## src/rtl/pfe_pkg.sv

```systemverilog
`timescale 1ns / 1ps

package pfe_pkg;

  localparam int COLUMNS_DEF = 128;
  localparam int PAGES_DEF   = 8;

  // Page refresh command bytes
  localparam logic [7:0] CMD_PAGE   = 8'hB0;
  localparam logic [7:0] CMD_COL_LO = 8'h00;
  localparam logic [7:0] CMD_COL_HI = 8'h10;

  typedef enum logic [1:0] {
    KIND_SET   = 2'd0,
    KIND_FILL  = 2'd1,
    KIND_CLEAR = 2'd2,
    KIND_PULL  = 2'd3
  } kind_t;

  typedef struct packed {
    logic [7:0] out_byte;
    logic       is_command;
    logic       frame_last;
  } res_t;

endpackage

```

## src/rtl/pfe_ctrl.sv

```systemverilog
`timescale 1ns / 1ps

module pfe_ctrl #(
  parameter int COLUMNS = pfe_pkg::COLUMNS_DEF,
  parameter int PAGES   = pfe_pkg::PAGES_DEF,
  parameter int DEPTH   = COLUMNS * PAGES,
  parameter int ADDR_W  = $clog2(DEPTH)
) (
  input  logic              clk,
  input  logic              rst,
  input  logic              s_tvalid,
  output logic              s_tready,
  input  logic [39:0]       s_tdata,
  input  logic [1:0]        s_tuser,
  output logic              wr_en,
  output logic [ADDR_W-1:0] wr_addr,
  output logic [7:0]        wr_data,
  output logic              rd_en,
  output logic [ADDR_W-1:0] rd_addr,
  input  logic [7:0]        rd_data,
  input  logic              out_free,
  output logic              res_load,
  output pfe_pkg::res_t     res
);

  localparam int COL_W  = $clog2(COLUMNS);
  localparam int PAGE_W = (PAGES > 1) ? $clog2(PAGES) : 1;
  localparam int OFF_W  = $clog2(COLUMNS + 3);
  localparam int ROWS   = 8 * PAGES;

  typedef enum logic [4:0] {
    ST_CLEAR   = 5'b00001,
    ST_IDLE    = 5'b00010,
    ST_FILL_RD = 5'b00100,
    ST_FILL_WR = 5'b01000,
    ST_PULL    = 5'b10000
  } state_t;

  state_t state;

  logic [ADDR_W-1:0] swp;
  logic [COL_W-1:0]  f_x, f_xs, f_xe;
  logic [PAGE_W-1:0] f_band, f_band_first, f_band_end;
  logic [2:0]        f_ylo, f_yhi;
  logic              f_color;
  logic [7:0]        f_mask;
  logic [ADDR_W-1:0] f_addr;
  logic [PAGE_W-1:0] r_page;
  logic [OFF_W-1:0]  r_off;
  logic              p_cmd;
  logic [7:0]        p_byte;
  logic              p_last;

  function automatic logic [ADDR_W-1:0] addr_of(input logic [PAGE_W-1:0] page,
                                                input logic [COL_W-1:0] col);
    logic [ADDR_W-1:0] base;
    base = ADDR_W'(page) * ADDR_W'(COLUMNS);
    return base + ADDR_W'(col);
  endfunction

  // Row k of a band maps to bit 7-k
  function automatic logic [7:0] band_mask(input logic [2:0] lo, input logic [2:0] hi);
    logic [7:0] m;
    m = '0;
    for (int k = 0; k < 8; k++) begin
      if (3'(k) >= lo && 3'(k) <= hi) begin
        m[7-k] = 1'b1;
      end
    end
    return m;
  endfunction

  // Input fields
  pfe_pkg::kind_t kind;
  logic [7:0] xs, ys, xe_in, ye_in;
  logic       color;
  logic [8:0] xe_c, ye_c;
  logic       draw_ok;
  logic       accept;

  assign kind    = pfe_pkg::kind_t'(s_tuser);
  assign xs      = s_tdata[7:0];
  assign ys      = s_tdata[15:8];
  assign xe_in   = (kind == pfe_pkg::KIND_SET) ? xs : s_tdata[23:16];
  assign ye_in   = (kind == pfe_pkg::KIND_SET) ? ys : s_tdata[31:24];
  assign color   = s_tdata[32];
  assign xe_c    = ({1'b0, xe_in} > 9'(COLUMNS - 1)) ? 9'(COLUMNS - 1) : {1'b0, xe_in};
  assign ye_c    = ({1'b0, ye_in} > 9'(ROWS - 1)) ? 9'(ROWS - 1) : {1'b0, ye_in};
  // Reversed or wholly off-screen shapes fail here
  assign draw_ok = ({1'b0, xs} <= xe_c) && ({1'b0, ys} <= ye_c);

  assign s_tready = (state == ST_IDLE);
  assign accept   = s_tvalid && s_tready;

  // Fill walk
  logic [7:0]        cur_mask;
  logic [ADDR_W-1:0] cur_addr;
  logic [ADDR_W-1:0] pull_addr;
  logic              pull_cmd;

  assign cur_mask  = band_mask((f_band == f_band_first) ? f_ylo : 3'd0,
                               (f_band == f_band_end) ? f_yhi : 3'd7);
  assign cur_addr  = addr_of(PAGE_W'(PAGES - 1) - f_band, f_x);
  assign pull_cmd  = (r_off < OFF_W'(3));
  assign pull_addr = addr_of(r_page, COL_W'(r_off - OFF_W'(3)));

  always_comb begin
    wr_en   = 1'b0;
    wr_addr = f_addr;
    wr_data = (rd_data & ~f_mask) | (f_color ? f_mask : 8'h00);
    rd_en   = 1'b0;
    rd_addr = cur_addr;
    unique case (state)
      ST_CLEAR: begin
        wr_en   = 1'b1;
        wr_addr = swp;
        wr_data = 8'h00;
      end
      ST_FILL_RD: begin
        rd_en = 1'b1;
      end
      ST_FILL_WR: begin
        wr_en = 1'b1;
      end
      ST_IDLE: begin
        rd_en   = accept && (kind == pfe_pkg::KIND_PULL) && !pull_cmd;
        rd_addr = pull_addr;
      end
      ST_PULL: begin
      end
      default: begin
      end
    endcase
  end

  assign res_load       = (state == ST_PULL) && out_free;
  assign res.out_byte   = p_cmd ? p_byte : rd_data;
  assign res.is_command = p_cmd;
  assign res.frame_last = p_last;

  always_ff @(posedge clk) begin
    if (rst) begin
      state  <= ST_CLEAR;
      swp    <= '0;
      r_page <= '0;
      r_off  <= '0;
    end else begin
      unique case (state)
        ST_CLEAR: begin
          swp <= swp + 1'b1;
          if (swp == ADDR_W'(DEPTH - 1)) begin
            state <= ST_IDLE;
          end
        end
        ST_IDLE: begin
          if (accept) begin
            unique case (kind)
              pfe_pkg::KIND_SET, pfe_pkg::KIND_FILL: begin
                if (draw_ok) begin
                  state <= ST_FILL_RD;
                end
              end
              pfe_pkg::KIND_CLEAR: begin
                swp   <= '0;
                state <= ST_CLEAR;
              end
              pfe_pkg::KIND_PULL: begin
                state <= ST_PULL;
                // Advance the frame pointer, wrapping after the last byte
                if (r_off == OFF_W'(COLUMNS + 2)) begin
                  r_off <= '0;
                  if (r_page == PAGE_W'(PAGES - 1)) begin
                    r_page <= '0;
                  end else begin
                    r_page <= r_page + 1'b1;
                  end
                end else begin
                  r_off <= r_off + 1'b1;
                end
              end
              default: begin
              end
            endcase
          end
        end
        ST_FILL_RD: begin
          state <= ST_FILL_WR;
        end
        ST_FILL_WR: begin
          if (f_x == f_xe) begin
            if (f_band == f_band_end) begin
              state <= ST_IDLE;
            end else begin
              state <= ST_FILL_RD;
            end
          end else begin
            state <= ST_FILL_RD;
          end
        end
        ST_PULL: begin
          if (out_free) begin
            state <= ST_IDLE;
          end
        end
        default: begin
          state <= ST_IDLE;
        end
      endcase
    end
  end

  // Payload registers
  always_ff @(posedge clk) begin
    if (state == ST_IDLE && accept) begin
      f_x          <= xs[COL_W-1:0];
      f_xs         <= xs[COL_W-1:0];
      f_xe         <= xe_c[COL_W-1:0];
      f_band       <= ys[3 +: PAGE_W];
      f_band_first <= ys[3 +: PAGE_W];
      f_band_end   <= ye_c[3 +: PAGE_W];
      f_ylo        <= ys[2:0];
      f_yhi        <= ye_c[2:0];
      f_color      <= color;
      p_cmd        <= pull_cmd;
      p_last       <= (r_page == PAGE_W'(PAGES - 1)) && (r_off == OFF_W'(COLUMNS + 2));
      if (r_off == OFF_W'(0)) begin
        p_byte <= pfe_pkg::CMD_PAGE + 8'(r_page);
      end else if (r_off == OFF_W'(1)) begin
        p_byte <= pfe_pkg::CMD_COL_LO;
      end else begin
        p_byte <= pfe_pkg::CMD_COL_HI;
      end
    end
    if (state == ST_FILL_RD) begin
      f_mask <= cur_mask;
      f_addr <= cur_addr;
    end
    if (state == ST_FILL_WR) begin
      if (f_x == f_xe) begin
        f_x    <= f_xs;
        f_band <= f_band + 1'b1;
      end else begin
        f_x <= f_x + 1'b1;
      end
    end
  end

endmodule
```

## config.mk

```make
export PLATFORM = sky130hd
export DESIGN_NAME = pfe_ctrl
export DESIGN_NICKNAME = d
export VERILOG_FILES = /design/src/rtl/pfe_pkg.sv /design/src/rtl/pfe_ctrl.sv
export SDC_FILE = /design/constraint.sdc
export NUM_CORES = 1
export LEC_CHECK = 0
export BUFFER_PORTS_ARGS = -buffer_cell sky130_fd_sc_hd__buf_2
export CAP_MARGIN = 15
export CELL_PAD_IN_SITES_DETAIL_PLACEMENT = 2
export CELL_PAD_IN_SITES_GLOBAL_PLACEMENT = 2
export CORE_MARGIN = 8
export CORE_UTILIZATION = 32
export CTS_CLUSTER_SIZE = 8
export DETAILED_ROUTE_END_ITERATION = 10
export PLACE_DENSITY_LB_ADDON = 0.1
export SLEW_MARGIN = 10
export SYNTH_ARGS = -nofsm -noshare
export SYNTH_HDL_FRONTEND = slang
export SYNTH_SLANG_ARGS = --single-unit
```

## constraint.sdc

```tcl
create_clock -name clk -period 2.4 [get_ports clk]
set_input_delay 0.12 -clock clk [delete_from_list [all_inputs] [get_ports clk]]
set_output_delay 0.12 -clock clk [all_outputs]
set_load 0.02 [all_outputs]
```

==> metrics.yaml, run 1 <==
synth_cell_types: 61
synth_top_area_share_pct: 34.94
final_antenna_net_count: 0
ir_drop_mv: 0.2983
drt_iter0_drc: 130
dp_hpwl_um: 12690
overflow: 0
grt_max_degree: 21
max_freq_mhz: 438.1
cts_buffers: 9
synth_edf_count: 59
syn_avg_cell_area_um2: 10.16
fin_ws_ns: 0.1175
drive_above_1_share_pct: 29.08
cap_violations: 0
drt_pass1_iterations: 4
cts.sinks: 88
drc: 0
ys_ff_latch: 88
synth_adder_area_share_pct: 6.168
nets: 693
diodes: 0
synth_top_family_by_area: "simple AND/OR/NAND/NOR gates"
die_w_um: 141.9
yosys-top-cells-count: "edfxtp_1, nand2_1, nor2_1"
powerDensity_nw_per_um2: 658.5
p_leak_nw: 2.562
crit_path_start_kind: "input port"
layout_min_cycle_time_ns: 2.282
path_clk_slew_ns: 0.06
yosys-top-cells-area: "edfxtp_1, dfxtp_1, ha_1"
synthXorXnorAreaFrac_pct: 6.563
synthMuxAreaShare_pct: 4.663
postSynth.asyncResetShare_pct: 0
power_mw: 4.163
post-place-ws_ns: -0.3990
wirelength_um: 16080
grt_usage_pct: 16.24
finalHoldViolations: 0
synth-compound-area-share_pct: 11.74
cts_root_buffer: "clkbuf_16"
cts_tree: "built"
setup_viol: 0
finalMaxSlewViolations: 0
ys.flop_type: "edfxtp_1"
synth_area_um2: 5071
gp_congestion: 0.7734
crit_path_end_kind: "flop"
required_ns: 2.64
finalCritPeriodShare_pct: 95.10
grt_pass1_vias: 4582
rows: 46
grt_pass1_wl_um: 25340
avgRoutedWirePerCell_um: 19.26
insertion_delay_ns: 0.34
synth_top_area_cell: "edfxtp_1"
skew_ns: 0.007035
rsz0062_at_grt: "no"
synthSimpleGateAreaFrac_pct: 20.06
start_util_pct: 32.27
port_buffers: 88
crit_type: "input port to flop"
htreeDepth: 3
dieHeight_um: 141.9
outcome: "finished, final reports clean"
antenna_found_initial: 0
cp_max_fo: 7
synth_cells: 499
drt-vias-per-instance: 4.958
clock_path_buffers: 2
arrival_ns: 2.52
post_cts_buffers: 0
dieArea_um2: 20130
areaGrowthSynthToFinish_pct: 24.67
coreArea_um2: 15710
hold_path_class: "input port to flop"
ios: 96
yosysSeqAreaShare_pct: 46.39
dr_total_vias: 4140
yosysWarnings: 0
timing repair:
| action | CTS | global route |
|---|---|---|
| hold buffers | 4 | 0 |
| endpoints found under the hold margin | 4 | 0 |
| setup endpoints to repair | 3 | 3 |
| pin swaps | 0 | 5 |
| resized for setup | 4 | 9 |
worst max-delay path: stages:
cell and delay (ns):
buf_2 0.11, or2_4 0.28, buf_4 0.17, or3_1 0.32, o31ai_2 0.09, ha_1 0.31
a211oi_2 0.25, nor2_2 0.09, nor4bb_4 0.34, o22ai_2 0.16, a31o_2 0.27
final timing paths:
| kind | cells past startpoint | slack (ns) | from | endpoint |
|---|---|---|---|---|
| worst min register to register | 2 | 0.56 | r_off[7] | r_off[7] |
| worst max register to register | 5 | 0.32 | r_off[4] | r_off[1] |
| worst max-delay path | 11 | 0.12 | s_tuser[1] | state[1] |
| worst min-delay path | 1 | 0.02 | s_tdata[4] | f_xs[4] |
where the power goes:
group	internal, mW	total (mW)	leakage (nW)	switching, mW
Sequential	1.69	1.77	0.749	0.0839
Combinational	0.385	1.00	1.68	0.618
Clock	0.802	1.39	0.132	0.587
per-layer routing:
layer,global-route usage (%),wire [um]
met5,0,0
met2,27.87,8030
met3,3.125,587
met1,20.06,7259
met4,5.257,206
through the flow:
stage / utilization [%] / area [um2] / hold slack, ns / TNS [ns] / instances
after detailed placement: 37.79 / 5938 / 0.3137 / -1.105 / 815
after CTS: 39.99 / 6284 / 0.01035 / 0 / 835
after floorplan: - / 5082 / 0.2189 / 0 / 501
after global routing: 40.24 / 6322 / 0.01431 / 0 / 835
final: 40.24 / 6322 / 0.02078 / 0 / 835
after global placement: 37.79 / 5938 / 0.2986 / -0.9007 / 815
state kept, by name, summed over array words and instances (netlist names):
signal,count
f_addr,10
swp,10
f_mask,8
r_off,8
f_x,7
f_xe,7
f_xs,7
p_byte,5
state,5
f_band,3
f_band_end,3
f_band_first,3
f_yhi,3
f_ylo,3
r_page,3
f_color,1
p_cmd,1
p_last,1
cell families after synthesis:
group | count (synthesis)
buffers and inverters | 53
flip-flops | 88
AO/OA/AOI/OAI | 82
AND/OR/NAND/NOR | 189
multiplexers | 23
adder cells (fa/ha/maj) | 25
other | 1
XOR/XNOR | 38
final cells by class:
| type | instances | area (um2) |
|---|---|---|
| Fill cell | 1700 | 9390 |
| Multi-Input combinational cell | 360 | 2569 |
| Sequential cell | 88 | 2352 |
| Timing Repair Buffer | 123 | 725.7 |
| Tap cell | 216 | 270.3 |
| Clock buffer | 12 | 236.5 |
| Inverter | 32 | 123.9 |
| Clock inverter | 4 | 45.04 |
placed cells by master, fill, tap and decap left out, types with 3 or more instances in the layout:
master / count
a2111oi_2: 7
a211oi_1: 3
a211oi_2: 3
a21o_1: 3
a21oi_1: 14
and2_1: 8
and3_1: 5
and4_1: 3
buf_2: 88
buf_4: 30
clkbuf_1: 3
clkbuf_16: 9
conb_1: 3
dfxtp_1: 29
dlygate4sd3_1: 4
edfxtp_1: 59
ha_1: 25
inv_1: 29
mux2_2: 5
mux2i_1: 18
nand2_1: 59
nand3_1: 9
nand3b_1: 3
nand4_1: 5
nor2_1: 40
nor2_2: 9
nor2b_1: 5
nor3_1: 9
nor4_1: 4
o21ai_0: 22
o22a_1: 5
o31ai_1: 8
or2_2: 4
or3_1: 7
or3_4: 3
xnor2_1: 31
xor2_1: 7
Power figures use the tool's default switching activity.
==> run 2, diff against run 1 <==
- PLACE_DENSITY: not set -> 0.78
- PLACE_DENSITY_LB_ADDON: 0.1 -> not set
==> run 2 against run 1 <==
Net effect: hold slack got worse by 0.0040 ns; cell area is 0.24% lower; sequential share of layout area rose by 0.089 points; sequential cell count unchanged; critical path type unchanged; critical endpoint unchanged; largest cell class unchanged; highest routed layer unchanged.
==> metrics.yaml, run 2 (same netlist as run 1, synthesis figures left out) <==
dieArea_um2: 20130
worst_pin_slew_ns: 0.5519
p_leak_nw: 2.544
ios: 96
swShare_pct: 32.10
final_antenna_net_count: 0
whs_path_depth: 1
drt-vias-per-instance: 5.066
slew_headroom_pct: 63.21
path_clk_slew_ns: 0.07
drt_pass1_iterations: 4
gp_congestion: 0.8580
drive_above_1_share_pct: 28.55
crit_chain: "dlygate4sd3_1 -> buf_2 -> or3_1 -> o31ai_1 -> ha_1 -> and4_1 -> o31ai_1 -> o22ai_2 -> a31o_2"
overflow: 0
setup_viol: 0
max_stage_delay_ns: 0.53
post_cts_buffers: 0
cts_tree: "built"
required_ns: 2.64
rr_worst_depth: 6
mostFrequentLayoutCells: "buf_2, nand2_1, edfxtp_1"
antenna_found_initial: 0
diodes: 0
cts_buffers: 9
skew_ns: 0.01028
r2r_start: "state[1]"
hold_path_end: "f_xs[5]"
finalMaxSlewViolations: 0
arrival_ns: 2.52
clock_path_buffers: 2
crit_top_cell: "o31ai_1"
insertion_delay_ns: 0.35
max_freq_mhz: 437.6
crit_path_end_kind: "flop"
reg2reg_to: "f_xs[2]"
htreeDepth: 3
p_int_mw: 2.888
drc: 0
grt_pass1_wl_um: 26080
finalHoldViolations: 0
switching_power_mw: 1.365
cts.sinks: 88
crit_type: "input port to flop"
layout_min_cycle_time_ns: 2.285
rrSetupSlack_ns: 0.21
cp_max_fo: 4
min-delay-start: "s_tdata[5]"
ir_drop_mv: 0.3475
fin_ws_ns: 0.1150
finalCritPeriodShare_pct: 95.21
rows: 46
hold_path_class: "input port to flop"
dieHeight_um: 141.9
slowest_stage: "dlygate4sd3_1"
powerDensity_nw_per_um2: 674.3
areaGrowthSynthToFinish_pct: 24.38
dr_total_vias: 4200
cap_violations: 0
top_regs: "f_addr: 10 flops, swp: 10 flops"
clkPwrFrac_pct: 35.0
dp_hpwl_um: 12970
cts_root_buffer: "clkbuf_16"
coreArea_um2: 15710
post-place-ws_ns: -0.3374
seq_power_share_pct: 41.8
fin_tns_setup_ns: 0
die_w_um: 141.9
grt_pass1_vias: 4847
nets: 687
drt_iter0_drc: 182
grt_max_degree: 28
final_common_cell: "buf_2"
p_comb_share_pct: 23.2
port_buffers: 88
start_util_pct: 32.27
outcome: "finished, final reports clean"
wirelength_um: 16350
grt_usage_pct: 16.79
avgRoutedWirePerCell_um: 19.72
crit_path_start_kind: "input port"
[run 2: per-layer routing]
metal  wire length [um]  track usage [%]  share of wire (%)
met3                540            2.587                3.3
met4                432            7.631                2.6
met5                  0                0                  0
met2               8587            30.70                 53
met1               6791            18.82                 42
[run 2: how the worst max path moves through the flow]
| stage | startpoint | to | slack [ns] |
|---|---|---|---|
| 3_5_place_dp | s_tuser[1] | state[1] | -0.34 |
| 3_3_place_gp | s_tuser[1] | state[1] | -0.17 |
| 6_report | s_tdata[4] | state[1] | 0.12 |
| 4_1_cts | s_tuser[1] | state[1] | 0.01 |
| 2_1_floorplan | s_tuser[1] | state[1] | 0.06 |
| 5_1_grt | s_tuser[1] | state[1] | -0.002 |
[run 2: critical path: cells and delay by family]
| family | cells | cell delay (ns) |
|---|---|---|
| fa+ha+maj | 1 | 0.29 |
| compound gates | 4 | 0.82 |
| simple gates | 2 | 0.60 |
| buf+inv | 2 | 0.68 |
[run 2: final cells by class]
cell class,count,area (um2)
fillers,1685,9405
well taps,216,270.3
multi-input cells,360,2564
clock inverters,7,86.33
clock buffers,9,225.2
repair buffers,117,685.7
flip-flops and latches,88,2352
inverters,32,123.9
[run 2: power by group through the flow]
stage	Clock, mW	Sequential (mW)	Combinational, mW
after floorplan	0	1.78	0.600
after global placement	0	1.80	0.908
after detailed placement	0	1.81	0.963
after CTS	1.52	1.78	0.990
after global routing	1.58	1.79	1.09
final	1.49	1.78	0.985
[run 2: stage by stage]
step / instance area [um2] / instances / hold slack [ns] / power, mW / utilization, %
floorplan: 5082 / 501 / 0.2189 / 2.380 / -
global placement: 5878 / 807 / 0.2974 / 2.711 / 37.41
detailed placement: 5878 / 807 / 0.3154 / 2.773 / 37.41
CTS: 6250 / 829 / 0.002079 / 4.289 / 39.78
global route: 6307 / 829 / 0.01704 / 4.451 / 40.14
finish: 6307 / 829 / 0.01674 / 4.253 / 40.14
[run 2: timing repair]
action	CTS	global route
gates resized for setup	0	11
setup endpoints to repair	0	3
hold endpoints to repair	6	0
hold buffers	6	0
